[src/sv/rrf_pkg.sv]
// Package for the renaming register file: field widths and the beat layout
// of one input item. No dependencies.
package rrf_pkg;

	// Fixed field widths of the item and result ports
	localparam int IDX_W = 5;
	localparam int TAG_W = 5;
	localparam int IN_W  = 32;
	localparam int OUT_W = 32;

	// One accepted input beat, held in the read stage
	typedef struct packed {
		logic             commit_valid;
		logic [IDX_W-1:0] commit_rd;
		logic [IN_W-1:0]  commit_value;
		logic [TAG_W-1:0] commit_tag;
		logic             rename_valid;
		logic [IDX_W-1:0] rename_rd;
		logic [TAG_W-1:0] rename_tag;
		logic             flush;
		logic [IDX_W-1:0] src1_index;
		logic [IDX_W-1:0] src2_index;
	} item_t;

endpackage

[src/sv/rrf_ram.sv]
// Generic single-write, single-read synchronous RAM with registered read data.
// No dependencies.
module rrf_ram #(
	parameter int WIDTH = 32,
	parameter int DEPTH = 32
) (
	input  logic                     clk,
	input  logic                     we,
	input  logic [$clog2(DEPTH)-1:0] waddr,
	input  logic [WIDTH-1:0]         wdata,
	input  logic                     re,
	input  logic [$clog2(DEPTH)-1:0] raddr,
	output logic [WIDTH-1:0]         rdata
);

	logic [WIDTH-1:0] mem [DEPTH];

	// Write port; read returns the old contents on a same-edge collision
	always_ff @(posedge clk) begin
		if (we) begin
			mem[waddr] <= wdata;
		end
		if (re) begin
			rdata <= mem[raddr];
		end
	end

endmodule

[src/sv/renaming_register_file_top.sv]
// Renaming register file top level: value and tag RAMs, busy flags, read stage
// and output register. Depends on rrf_pkg and rrf_ram.
//
// The block takes one item per clock while the output is not stalled. The accept
// edge reads the value and tag RAMs, and the edge on which the item advances
// updates the state and loads the result into the output register, raising
// out_valid. A write-back forwarding register covers an item whose read
// coincides with the previous item's write, so the rate stays at one per cycle
// while the output is taken. Busy flags and the written marks for the value
// store are flip-flops cleared by reset, so no clearing pass is needed; flush
// clears every busy flag at once. Register x0 reads zero and is never busy.
module renaming_register_file_top
	import rrf_pkg::*;
#(
	parameter int NUM_REGS   = 32,
	parameter int DATA_WIDTH = 32
) (
	input  logic             clk,
	input  logic             arst_n,
	input  logic             in_valid,
	output logic             in_stall,
	input  logic             commit_valid,
	input  logic [IDX_W-1:0] commit_rd,
	input  logic [IN_W-1:0]  commit_value,
	input  logic [TAG_W-1:0] commit_tag,
	input  logic             rename_valid,
	input  logic [IDX_W-1:0] rename_rd,
	input  logic [TAG_W-1:0] rename_tag,
	input  logic             flush,
	input  logic [IDX_W-1:0] src1_index,
	input  logic [IDX_W-1:0] src2_index,
	output logic             out_valid,
	input  logic             out_stall,
	output logic [OUT_W-1:0] src1_value,
	output logic             src1_busy,
	output logic [TAG_W-1:0] src1_tag,
	output logic [OUT_W-1:0] src2_value,
	output logic             src2_busy,
	output logic [TAG_W-1:0] src2_tag
);

	localparam int AW = $clog2(NUM_REGS);
	localparam int XW = ((AW > IDX_W) ? AW : IDX_W) + 1;
	localparam int EW = (DATA_WIDTH > OUT_W) ? DATA_WIDTH : OUT_W;

	// Map a register index to a RAM address
	function automatic logic [AW-1:0] to_addr(input logic [IDX_W-1:0] idx);
		logic [XW-1:0] w;
		w = XW'(idx);
		return w[AW-1:0];
	endfunction

	// Index names a real register other than x0
	function automatic logic in_range(input logic [IDX_W-1:0] idx);
		logic [XW-1:0] w;
		w = XW'(idx);
		return (w != '0) && (w < XW'(NUM_REGS));
	endfunction

	// Handshake and stage control
	logic accept;
	logic adv;
	logic valid_s1;
	item_t item_s1;
	logic out_valid_q;

	// State outside the RAMs
	logic [NUM_REGS-1:0] busy_q;
	logic [NUM_REGS-1:0] written_q;

	// Forwarding of the write that lands on the same edge as a read
	logic                  fv_en_q;
	logic [AW-1:0]         fv_addr_q;
	logic [DATA_WIDTH-1:0] fv_data_q;
	logic                  ft_en_q;
	logic [AW-1:0]         ft_addr_q;
	logic [TAG_W-1:0]      ft_data_q;

	// RAM read data
	logic [DATA_WIDTH-1:0] ram_val [2];
	logic [TAG_W-1:0]      ram_tag [2];
	logic [TAG_W-1:0]      ram_tag_c;

	// Stage-1 decode
	logic [EW-1:0]         cv_ext;
	logic [DATA_WIDTH-1:0] cval;
	logic [AW-1:0]         c_addr;
	logic [AW-1:0]         r_addr;
	logic                  val_we;
	logic                  tag_we;
	logic [TAG_W-1:0]      c_stored_tag;
	logic                  c_clear;

	// Per-source results
	logic [IDX_W-1:0] src_idx [2];
	logic [OUT_W-1:0] res_val [2];
	logic             res_busy [2];
	logic [TAG_W-1:0] res_tag [2];

	// Output register
	logic [OUT_W-1:0] src1_value_q, src2_value_q;
	logic             src1_busy_q, src2_busy_q;
	logic [TAG_W-1:0] src1_tag_q, src2_tag_q;

	assign adv      = valid_s1 && (!out_valid_q || !out_stall);
	assign in_stall = valid_s1 && !adv;
	assign accept   = in_valid && !in_stall;

	// Hold the accepted beat in the read stage
	always_ff @(posedge clk or negedge arst_n) begin
		if (!arst_n) begin
			valid_s1 <= 1'b0;
		end else if (accept) begin
			valid_s1 <= 1'b1;
		end else if (adv) begin
			valid_s1 <= 1'b0;
		end
	end

	always_ff @(posedge clk) begin
		if (accept) begin
			item_s1.commit_valid <= commit_valid;
			item_s1.commit_rd    <= commit_rd;
			item_s1.commit_value <= commit_value;
			item_s1.commit_tag   <= commit_tag;
			item_s1.rename_valid <= rename_valid;
			item_s1.rename_rd    <= rename_rd;
			item_s1.rename_tag   <= rename_tag;
			item_s1.flush        <= flush;
			item_s1.src1_index   <= src1_index;
			item_s1.src2_index   <= src2_index;
		end
	end

	// Decode the writes of the item in the read stage
	always_comb begin
		cv_ext       = EW'(item_s1.commit_value);
		cval         = cv_ext[DATA_WIDTH-1:0];
		c_addr       = to_addr(item_s1.commit_rd);
		r_addr       = to_addr(item_s1.rename_rd);
		val_we       = !item_s1.flush && item_s1.commit_valid && in_range(item_s1.commit_rd);
		tag_we       = !item_s1.flush && item_s1.rename_valid && in_range(item_s1.rename_rd);
		c_stored_tag = (ft_en_q && ft_addr_q == c_addr) ? ft_data_q : ram_tag_c;
		c_clear      = val_we && busy_q[c_addr] && (c_stored_tag == item_s1.commit_tag);
	end

	// Value store, one copy per source port
	rrf_ram #(.WIDTH(DATA_WIDTH), .DEPTH(NUM_REGS)) u_val_a (
		.clk(clk), .we(adv && val_we), .waddr(c_addr), .wdata(cval),
		.re(accept), .raddr(to_addr(src1_index)), .rdata(ram_val[0])
	);
	rrf_ram #(.WIDTH(DATA_WIDTH), .DEPTH(NUM_REGS)) u_val_b (
		.clk(clk), .we(adv && val_we), .waddr(c_addr), .wdata(cval),
		.re(accept), .raddr(to_addr(src2_index)), .rdata(ram_val[1])
	);

	// Tag store, one copy per source port and one for the commit match
	rrf_ram #(.WIDTH(TAG_W), .DEPTH(NUM_REGS)) u_tag_a (
		.clk(clk), .we(adv && tag_we), .waddr(r_addr), .wdata(item_s1.rename_tag),
		.re(accept), .raddr(to_addr(src1_index)), .rdata(ram_tag[0])
	);
	rrf_ram #(.WIDTH(TAG_W), .DEPTH(NUM_REGS)) u_tag_b (
		.clk(clk), .we(adv && tag_we), .waddr(r_addr), .wdata(item_s1.rename_tag),
		.re(accept), .raddr(to_addr(src2_index)), .rdata(ram_tag[1])
	);
	rrf_ram #(.WIDTH(TAG_W), .DEPTH(NUM_REGS)) u_tag_c (
		.clk(clk), .we(adv && tag_we), .waddr(r_addr), .wdata(item_s1.rename_tag),
		.re(accept), .raddr(to_addr(commit_rd)), .rdata(ram_tag_c)
	);

	// Capture the write that coincides with the next read
	always_ff @(posedge clk or negedge arst_n) begin
		if (!arst_n) begin
			fv_en_q <= 1'b0;
			ft_en_q <= 1'b0;
		end else if (accept) begin
			fv_en_q <= adv && val_we;
			ft_en_q <= adv && tag_we;
		end
	end

	always_ff @(posedge clk) begin
		if (accept) begin
			fv_addr_q <= c_addr;
			fv_data_q <= cval;
			ft_addr_q <= r_addr;
			ft_data_q <= item_s1.rename_tag;
		end
	end

	// Update busy flags and written marks
	always_ff @(posedge clk or negedge arst_n) begin
		if (!arst_n) begin
			busy_q    <= '0;
			written_q <= '0;
		end else if (adv) begin
			if (item_s1.flush) begin
				busy_q <= '0;
			end else begin
				if (c_clear) begin
					busy_q[c_addr] <= 1'b0;
				end
				if (tag_we) begin
					busy_q[r_addr] <= 1'b1;
				end
				if (val_we) begin
					written_q[c_addr] <= 1'b1;
				end
			end
		end
	end

	// Resolve each source: stored state, commit bypass, rename override
	assign src_idx[0] = item_s1.src1_index;
	assign src_idx[1] = item_s1.src2_index;

	always_comb begin
		logic [AW-1:0]         a;
		logic [DATA_WIDTH-1:0] v;
		logic [EW-1:0]         v_ext;
		logic                  b;
		logic [TAG_W-1:0]      t;
		for (int s = 0; s < 2; s++) begin
			a = to_addr(src_idx[s]);
			v = '0;
			b = 1'b0;
			t = '0;
			if (src_idx[s] != '0) begin
				if (in_range(src_idx[s])) begin
					if (fv_en_q && fv_addr_q == a) begin
						v = fv_data_q;
					end else if (written_q[a]) begin
						v = ram_val[s];
					end
					b = busy_q[a];
					t = (ft_en_q && ft_addr_q == a) ? ft_data_q : ram_tag[s];
				end
				if (item_s1.commit_valid && item_s1.commit_rd == src_idx[s]) begin
					v = cval;
					if (b && t == item_s1.commit_tag) begin
						b = 1'b0;
					end
				end
				if (item_s1.rename_valid && item_s1.rename_rd == src_idx[s]) begin
					b = 1'b1;
					t = item_s1.rename_tag;
				end
				if (!b) begin
					t = '0;
				end
			end
			v_ext       = EW'(v);
			res_val[s]  = v_ext[OUT_W-1:0];
			res_busy[s] = b;
			res_tag[s]  = t;
		end
	end

	// Output register
	always_ff @(posedge clk or negedge arst_n) begin
		if (!arst_n) begin
			out_valid_q <= 1'b0;
		end else if (adv) begin
			out_valid_q <= 1'b1;
		end else if (!out_stall) begin
			out_valid_q <= 1'b0;
		end
	end

	always_ff @(posedge clk) begin
		if (adv) begin
			src1_value_q <= res_val[0];
			src1_busy_q  <= res_busy[0];
			src1_tag_q   <= res_tag[0];
			src2_value_q <= res_val[1];
			src2_busy_q  <= res_busy[1];
			src2_tag_q   <= res_tag[1];
		end
	end

	assign out_valid  = out_valid_q;
	assign src1_value = src1_value_q;
	assign src1_busy  = src1_busy_q;
	assign src1_tag   = src1_tag_q;
	assign src2_value = src2_value_q;
	assign src2_busy  = src2_busy_q;
	assign src2_tag   = src2_tag_q;

	// x0 never becomes busy
	a_x0_idle: assert property (@(posedge clk) disable iff (!arst_n)
		!busy_q[0])
		else $error("register x0 marked busy");

	// Flush leaves no busy flag behind
	a_flush_clears: assert property (@(posedge clk) disable iff (!arst_n)
		adv && item_s1.flush |=> busy_q == '0)
		else $error("busy flag survived a flush");

	// A rename that goes through marks its destination busy
	a_rename_sets: assert property (@(posedge clk) disable iff (!arst_n)
		adv && tag_we |=> busy_q[$past(r_addr)])
		else $error("renamed register not busy");

	// Input stalls only while the read stage is occupied
	a_stall_cause: assert property (@(posedge clk) disable iff (!arst_n)
		in_stall |-> valid_s1)
		else $error("input stalled with empty read stage");

endmodule
[config.mk]
export PLATFORM = sky130hd
export DESIGN_NAME = renaming_register_file_top
export DESIGN_NICKNAME = d
export VERILOG_FILES = /design/src/sv/rrf_pkg.sv /design/src/sv/rrf_ram.sv /design/src/sv/renaming_register_file_top.sv
export SDC_FILE = /design/constraint.sdc
export NUM_CORES = 2
export LEC_CHECK = 0
export BUFFER_PORTS_ARGS = -buffer_cell sky130_fd_sc_hd__buf_4
export CAP_MARGIN = 40
export CORE_MARGIN = 3
export CORE_UTILIZATION = 42
export CTS_CLUSTER_SIZE = 20
export DETAILED_ROUTE_END_ITERATION = 7
export PLACE_DENSITY_LB_ADDON = 0.08
export SLEW_MARGIN = 20
export SYNTH_ARGS = -nofsm -noshare
export SYNTH_HDL_FRONTEND = slang
export SYNTH_HIERARCHICAL = 1
export SYNTH_SLANG_ARGS = --single-unit
export TNS_END_PERCENT = 20
[constraint.sdc]
create_clock -name clk -period 5.2 [get_ports clk]
set_input_delay 0.26 -clock clk [delete_from_list [all_inputs] [get_ports clk]]
set_output_delay 0.26 -clock clk [all_outputs]
set_load 0.02 [all_outputs]
# ---- Yosys cells after proc, flatten, opt, wreduce, memory -nomap -nowiden
# Memories as Yosys holds them, arrays and structs flattened. A register that Yosys moved wholly into a read port is not among the register bits.
# Cells that the tools add are included.
dict set report word_totals {
  ramBits 2528
  n_memories 5
  reg_bits 256
  out_inout_bits 78
}
dict set report classes {
  n_eq_ne 13
  n_reduce_logical 38
  muxes 50
  magnitude_cmp 6
  bitwise 5
}
# name words width read_ports rd_ports_with_merged_regs write_ports line
set memory_table {}
lappend memory_table {u_val_a.mem 32 32 1 1 1 rrf_ram.sv:16} ;# logic [WIDTH-1:0] mem [DEPTH];
lappend memory_table {u_val_b.mem 32 32 1 1 1 rrf_ram.sv:16}
lappend memory_table {u_tag_a.mem 32 5 1 1 1 rrf_ram.sv:16}
lappend memory_table {u_tag_b.mem 32 5 1 1 1 rrf_ram.sv:16}
lappend memory_table {u_tag_c.mem 32 5 1 1 1 rrf_ram.sv:16}
# operator n
set op_table {}
lappend op_table {{$mux W32} 11}
lappend op_table {{$or A32 B32 Y32} 2}
lappend op_table {{$eq A5 B5 Y1} 12}
lappend op_table {{$mux W5} 7}
lappend op_table {{$and A32 B32 Y32} 1}
lappend op_table {{$not A32 Y32} 1}
lappend op_table {{$bmux W1 S5} 5}
lappend op_table {{$mux W1} 25}
lappend op_table {{$logic_and A1 B1 Y1} 24}
lappend op_table {{$lt A5 B6 Y1 const B} 4}
lappend op_table {{$reduce_bool A5 Y1} 4}
lappend op_table {{$demux W1 S5} 2}
lappend op_table {{$ge A5 B1 Y1 const B} 2}
lappend op_table {{$logic_not A1 Y1} 5}
lappend op_table {{$reduce_and A2 Y1} 2}
lappend op_table {{$reduce_and A3 Y1} 1}
lappend op_table {{$ne A2 B1 Y1 const B} 1}
lappend op_table {{$reduce_bool A2 Y1} 1}
lappend op_table {{$logic_or A1 B1 Y1} 1}
lappend op_table {{$not A1 Y1} 1}

# ---- Depth between registers and ports, before layout
dict set report depth {
  depth_word 12
  ltp_mapped 12
  ltp_nobuf 8
}

# ---- Modules after synthesis
# The synthesis kept the hierarchy.
# module n_inst cells_per_inst area_per_inst_um2 seq_area_each_um2
set by_module_without_submodules {}
lappend by_module_without_submodules {{rrf_ram (u_val_a ...)} 2 2260 40805.4 31710.4}
lappend by_module_without_submodules {{rrf_ram (u_tag_a ...)} 3 277 6394.9 4954.8}
lappend by_module_without_submodules {renaming_register_file_top 1 988 12779.8 7347.0}

# ---- Worst setup path before layout
# No wires, ideal clock.
dict set report synth_timing {
  path_type {reg2reg}
  startpoint {register out_valid_q, in the netlist out_valid}
  endpoint {register ft_en_q}
  setup_slack_ns 0.071
  setup_time_ns 0.084
  period_less_slack_ns 5.129
  path_stages_with_launch 5
  path_buffers 0
  arrival_time_ns 5.044
  required_ns 5.116
  cell_sequence {dfrtp_1 nand3_1 nand2_1 inv_1 mux2_2}
}
dict set report synth_between {
  elab_chain_len 7
  word_cells_on_any_way 8
  classes_between {reduce/logical (8)}
}
# item line
set synth_rtl {}
lappend synth_rtl {{start, declared} renaming_register_file_top.sv:65} ;# logic out_valid_q;
lappend synth_rtl {{start signal, assigned} renaming_register_file_top.sv:262} ;# out_valid_q <= 1'b0;
lappend synth_rtl {{start signal, assigned} renaming_register_file_top.sv:264} ;# out_valid_q <= 1'b1;
lappend synth_rtl {{start signal, assigned} renaming_register_file_top.sv:266} ;# out_valid_q <= 1'b0;
lappend synth_rtl {{$logic_not A1 Y1} renaming_register_file_top.sv:105} ;# assign adv = valid_s1 && (!out_valid_q || !out_stall);
lappend synth_rtl {{$logic_or A1 B1 Y1} renaming_register_file_top.sv:105}
lappend synth_rtl {{$logic_and A1 B1 Y1} renaming_register_file_top.sv:105}
lappend synth_rtl {{$logic_not A1 Y1} renaming_register_file_top.sv:106} ;# assign in_stall = valid_s1 && !adv;
lappend synth_rtl {{$logic_and A1 B1 Y1} renaming_register_file_top.sv:106}
lappend synth_rtl {{$logic_not A1 Y1} renaming_register_file_top.sv:107} ;# assign accept = in_valid && !in_stall;
lappend synth_rtl {{$logic_and A1 B1 Y1} renaming_register_file_top.sv:107}
lappend synth_rtl {{via accept} renaming_register_file_top.sv:61} ;# logic accept;
lappend synth_rtl {{end signal, assigned} renaming_register_file_top.sv:178} ;# ft_en_q <= adv && tag_we;
lappend synth_rtl {{end, declared} renaming_register_file_top.sv:75} ;# logic ft_en_q;
# The timed path passes the listed nets, and every way through them passes these cells.
# A chain may end at the register's enable or synchronous reset.

# ---- Worst setup path after layout
dict set report layout_timing {
  startpoint {register item_s1[10] (netlist name)}
  endpoint {memory u_val_a.mem[0][19], enable pin}
}
dict set report layout_between {
  elab_chain_len 6
}
# item line
set layout_rtl {}
lappend layout_rtl {{start, declared} renaming_register_file_top.sv:64} ;# item_t item_s1;
lappend layout_rtl {{$logic_not A1 Y1} renaming_register_file_top.sv:141} ;# val_we = !item_s1.flush && item_s1.commit_valid && in_range(item_s1.commit_rd);
lappend layout_rtl {{$logic_and A1 B1 Y1 (2 in series)} renaming_register_file_top.sv:141}
lappend layout_rtl {{$logic_and A1 B1 Y1} renaming_register_file_top.sv:149} ;# .clk(clk), .we(adv && val_we), .waddr(c_addr), .wdata(cval),
lappend layout_rtl {{$mux W1} rrf_ram.sv:20} ;# if (we) begin
lappend layout_rtl {{$mux W1 (not written as such)} rrf_ram.sv:21} ;# mem[waddr] <= wdata;
lappend layout_rtl {{end, declared} rrf_ram.sv:16}
# No other way between the ends.

==> results.sh <==
export IMPL_p_int_mw=39.6
export IMPL_instances_no_fill=10600
export IMPL_hold_slack_ps=73.2
export IMPL_grt_start_max_net_pins=108
export IMPL_routed_wirelength_mm=299
export IMPL_cts_made_buffers=325
export IMPL_maxCapViolations=0
export IMPL_fin_nets=6844
export IMPL_synth_ff_type="edfxtp_1"
export IMPL_syn_nets=6408
export IMPL_cts_buffer_depth=4
export IMPL_fp_dieH_um=526
export IMPL_clock_sinks=2863
export IMPL_cts_root_buf="clkbuf_16"
export IMPL_start_util=0.423
export IMPL_synth_warnings=6
export IMPL_period_needed_ps=3630
export IMPL_avgSynthCellArea_um2=17.9
export IMPL_p_per_area_mw_per_mm2=386
export IMPL_worst_r2r_setup_slack_ps=1570
export IMPL_clock_fmax_mhz=276
export IMPL_synth_seq_area_share=0.754
export IMPL_ys_seq_elements=2863
export IMPL_htree_levels=5
export IMPL_worstPathMaxFanout=21
export IMPL_synth_cells=6339
export IMPL_p_seq_frac=0.513
export IMPL_p_sw_mw=11.1
export IMPL_final_hold_violation_count=0
export IMPL_synth_async_sr_flop_share=0.0238
export IMPL_remaining_drc_errors=0
export IMPL_drt_initial_drc_count=5238
export IMPL_worstPathRequired_ps=5810
export IMPL_synth_edf_count=2795
export IMPL_dp_hpwl_mm=180
export IMPL_rsz0062_at_grt="no"
export IMPL_hold_path_class="primary input to flip-flop"
export IMPL_clk_latency_ps=930
export IMPL_wl_per_cell_um=28.3
export IMPL_die_area_mm2=0.277
export IMPL_combPwrFrac=0.061
export IMPL_io_buffers=146
export IMPL_dr_pass1_iters=6
export IMPL_synth_cell_types=76
export IMPL_syn_area_mm2=0.114
export IMPL_num_rows=190
export IMPL_vias=59700
export IMPL_setup_viol=0
export IMPL_dp_cells=9904
export IMPL_viasPerCell=5.64
export IMPL_slew_viol_final=0
export IMPL_p_leak_nw=45.0
export IMPL_drive_above_1_share=0.166
export IMPL_ant_nets=0
export IMPL_clk_pin_slew_ps=60
export IMPL_fillers=22200
export IMPL_grt_pass1_vias=59600
export IMPL_globalplace_congestion=0.820
export IMPL_fin_setup_tns_ps=0
export IMPL_fp_coreArea_mm2=0.268
export IMPL_place_area_mm2=0.120
export IMPL_antenna_found_initial=11
export IMPL_grt_usage=0.213
export IMPL_vdd_drop_max_mv=0.348
export IMPL_die_w_um=526
export IMPL_critPathLaunchType="flip-flop"
export IMPL_area_growth_pct=15.6
export IMPL_switching_share=0.219
export IMPL_globalRouteOverflowTotal=0
export IMPL_pin_count=147
export IMPL_final_cell_area_mm2=0.131
export IMPL_timing_final_crit_share=0.698
export IMPL_status="completed"
export IMPL_cts_tree="done"
export IMPL_endpoint_kind="flip-flop"
export IMPL_slew_headroom=0.340
export IMPL_cp_arrival_ps=4240
export IMPL_tightest_slew_ps=989
export IMPL_path_class="flip-flop to flip-flop"
export IMPL_clkPwrFrac=0.426
export IMPL_skew_ps=61.9
export IMPL_grt_pass1_wl_mm=432
==> logic make-up after synthesis <==
group / count (synthesis) / synth area share
flip-flops: 2863 / 0.754
multiplexers: 1257 / 0.132
AND/OR/NAND/NOR: 916 / 0.0374
AO/OA/AOI/OAI: 847 / 0.0532
buffers and inverters: 400 / 0.0193
XOR/XNOR: 56 / 0.00445
==> power groups by stage <==
| stage | clock [mW] | sequential, mW | combinational, mW |
|---|---|---|---|
| CTS | 22.2 | 26.0 | 3.08 |
| global route | 23.1 | 26.0 | 3.29 |
| floorplan | 0 | 26.6 | 1.58 |
| detailed placement | 0 | 26.5 | 3.02 |
| global placement | 0 | 26.5 | 2.93 |
| finish | 21.6 | 26.0 | 3.08 |
==> cell type report <==
type                    instances  area, µm²  share of cell area
well taps                    3552       4440              0.0338
clock buffers                 402       8580              0.0654
clock inverters               159       1370              0.0104
repair buffers                466       4760              0.0362
inverters                      43        171             0.00131
flip-flops and latches       2863      85600               0.652
multi-input cells            3076      26300               0.200
diodes                         18       45.0            0.000343
==> worst max-delay path, cell delays in order, from the launching register on <==
cell      delay [ps]
edfxtp_1         580
nor2_1           250
nand2_1          260
inv_1            360
or3b_2           770
nor2_4           710
buf_4            350
==> path summary, 6_finish.rpt <==
check | startpoint | end | cells past startpoint
worst max-delay path | item_s1[10]$_DFFE_PP_ | u_val_a/mem[0][19]$_DFFE_PP_ | 6
worst min-delay path | rename_tag[0] | item_s1[11]$_DFFE_PP_ | 2
worst max register to register | item_s1[10]$_DFFE_PP_ | u_val_a/mem[0][19]$_DFFE_PP_ | 6
worst min register to register | written_q[0]$_DFFE_PN0P_ | written_q[0]$_DFFE_PN0P_ | 0
max in group asynchronous | arst_n | written_q[9]$_DFFE_PN0P_ | 5
min in group asynchronous | arst_n | busy_q[4]$_DFFE_PN0P_ | 4
==> registers in the layout, indices dropped and copies added (netlist names), 160 cells and up <==
name / flops
u_tag_a/mem: 160
u_val_b/mem: 1024
u_tag_b/mem: 160
u_val_a/mem: 1024
u_tag_c/mem: 160
==> layout by cell type (no fill, tap or decap), drive strengths merged, types with 187 or more instances in the layout <==
master,netlist,layout
a21oi,202,202
a22oi,210,210
buf,209,384
clkbuf,148,402
edfxtp,2795,2795
mux2i,1052,1052
mux4,187,187
nand2,239,239
nand3,212,212
nor2,264,264
==> per-stage QoR <==
step | worst slack [ps] | util | power (mW)
2_1_floorplan | 71.3 | - | 28.2
3_3_place_gp | 1450 | 0.445 | 29.4
3_5_place_dp | 1540 | 0.448 | 29.5
4_1_cts | 1530 | 0.488 | 51.3
5_1_grt | 1370 | 0.489 | 52.4
6_report | 1570 | 0.489 | 50.7
==> timing repair <==
action	in CTS	in global routing
resized for setup	0	0
buffers inserted	0	0
endpoints found under the hold margin	154	0
hold buffers	82	0
==> Yosys cell counts, types with 23 or more instances <==
| library cell | number | area share |
|---|---|---|
| edfxtp_1 | 2795 | 0.74 |
| mux2i_1 | 1052 | 0.093 |
| nor2_1 | 263 | 0.0087 |
| nand2_1 | 238 | 0.0079 |
| nand3_1 | 211 | 0.0093 |
| a22oi_1 | 210 | 0.014 |
| a21oi_1 | 202 | 0.0089 |
| mux4_2 | 184 | 0.036 |
| clkbuf_1 | 144 | 0.0048 |
| a22o_1 | 128 | 0.0099 |
| o21ai_0 | 95 | 0.0042 |
| nor3_1 | 81 | 0.0036 |
| buf_2 | 79 | 0.0035 |
| buf_4 | 72 | 0.0048 |
| dfrtp_1 | 68 | 0.015 |
| a31oi_1 | 67 | 0.0037 |
| inv_1 | 41 | 0.0014 |
| buf_6 | 38 | 0.0038 |
| a221oi_1 | 34 | 0.0026 |
| xor2_1 | 33 | 0.0025 |
| a221oi_2 | 30 | 0.0040 |
| nand3b_1 | 29 | 0.0019 |
| a21o_1 | 23 | 0.0015 |
==> per-layer routing <==
metal / vias up / track usage / wire [µm]
met5: - / 0 / 0
met4: 0 / 0.0569 / 8110
met3: 412 / 0.0301 / 14600
met2: 1548 / 0.345 / 144000
met1: 31400 / 0.302 / 133000
li1: 26300 / - / -
No activity file was read; power rests on OpenSTA's default activity.
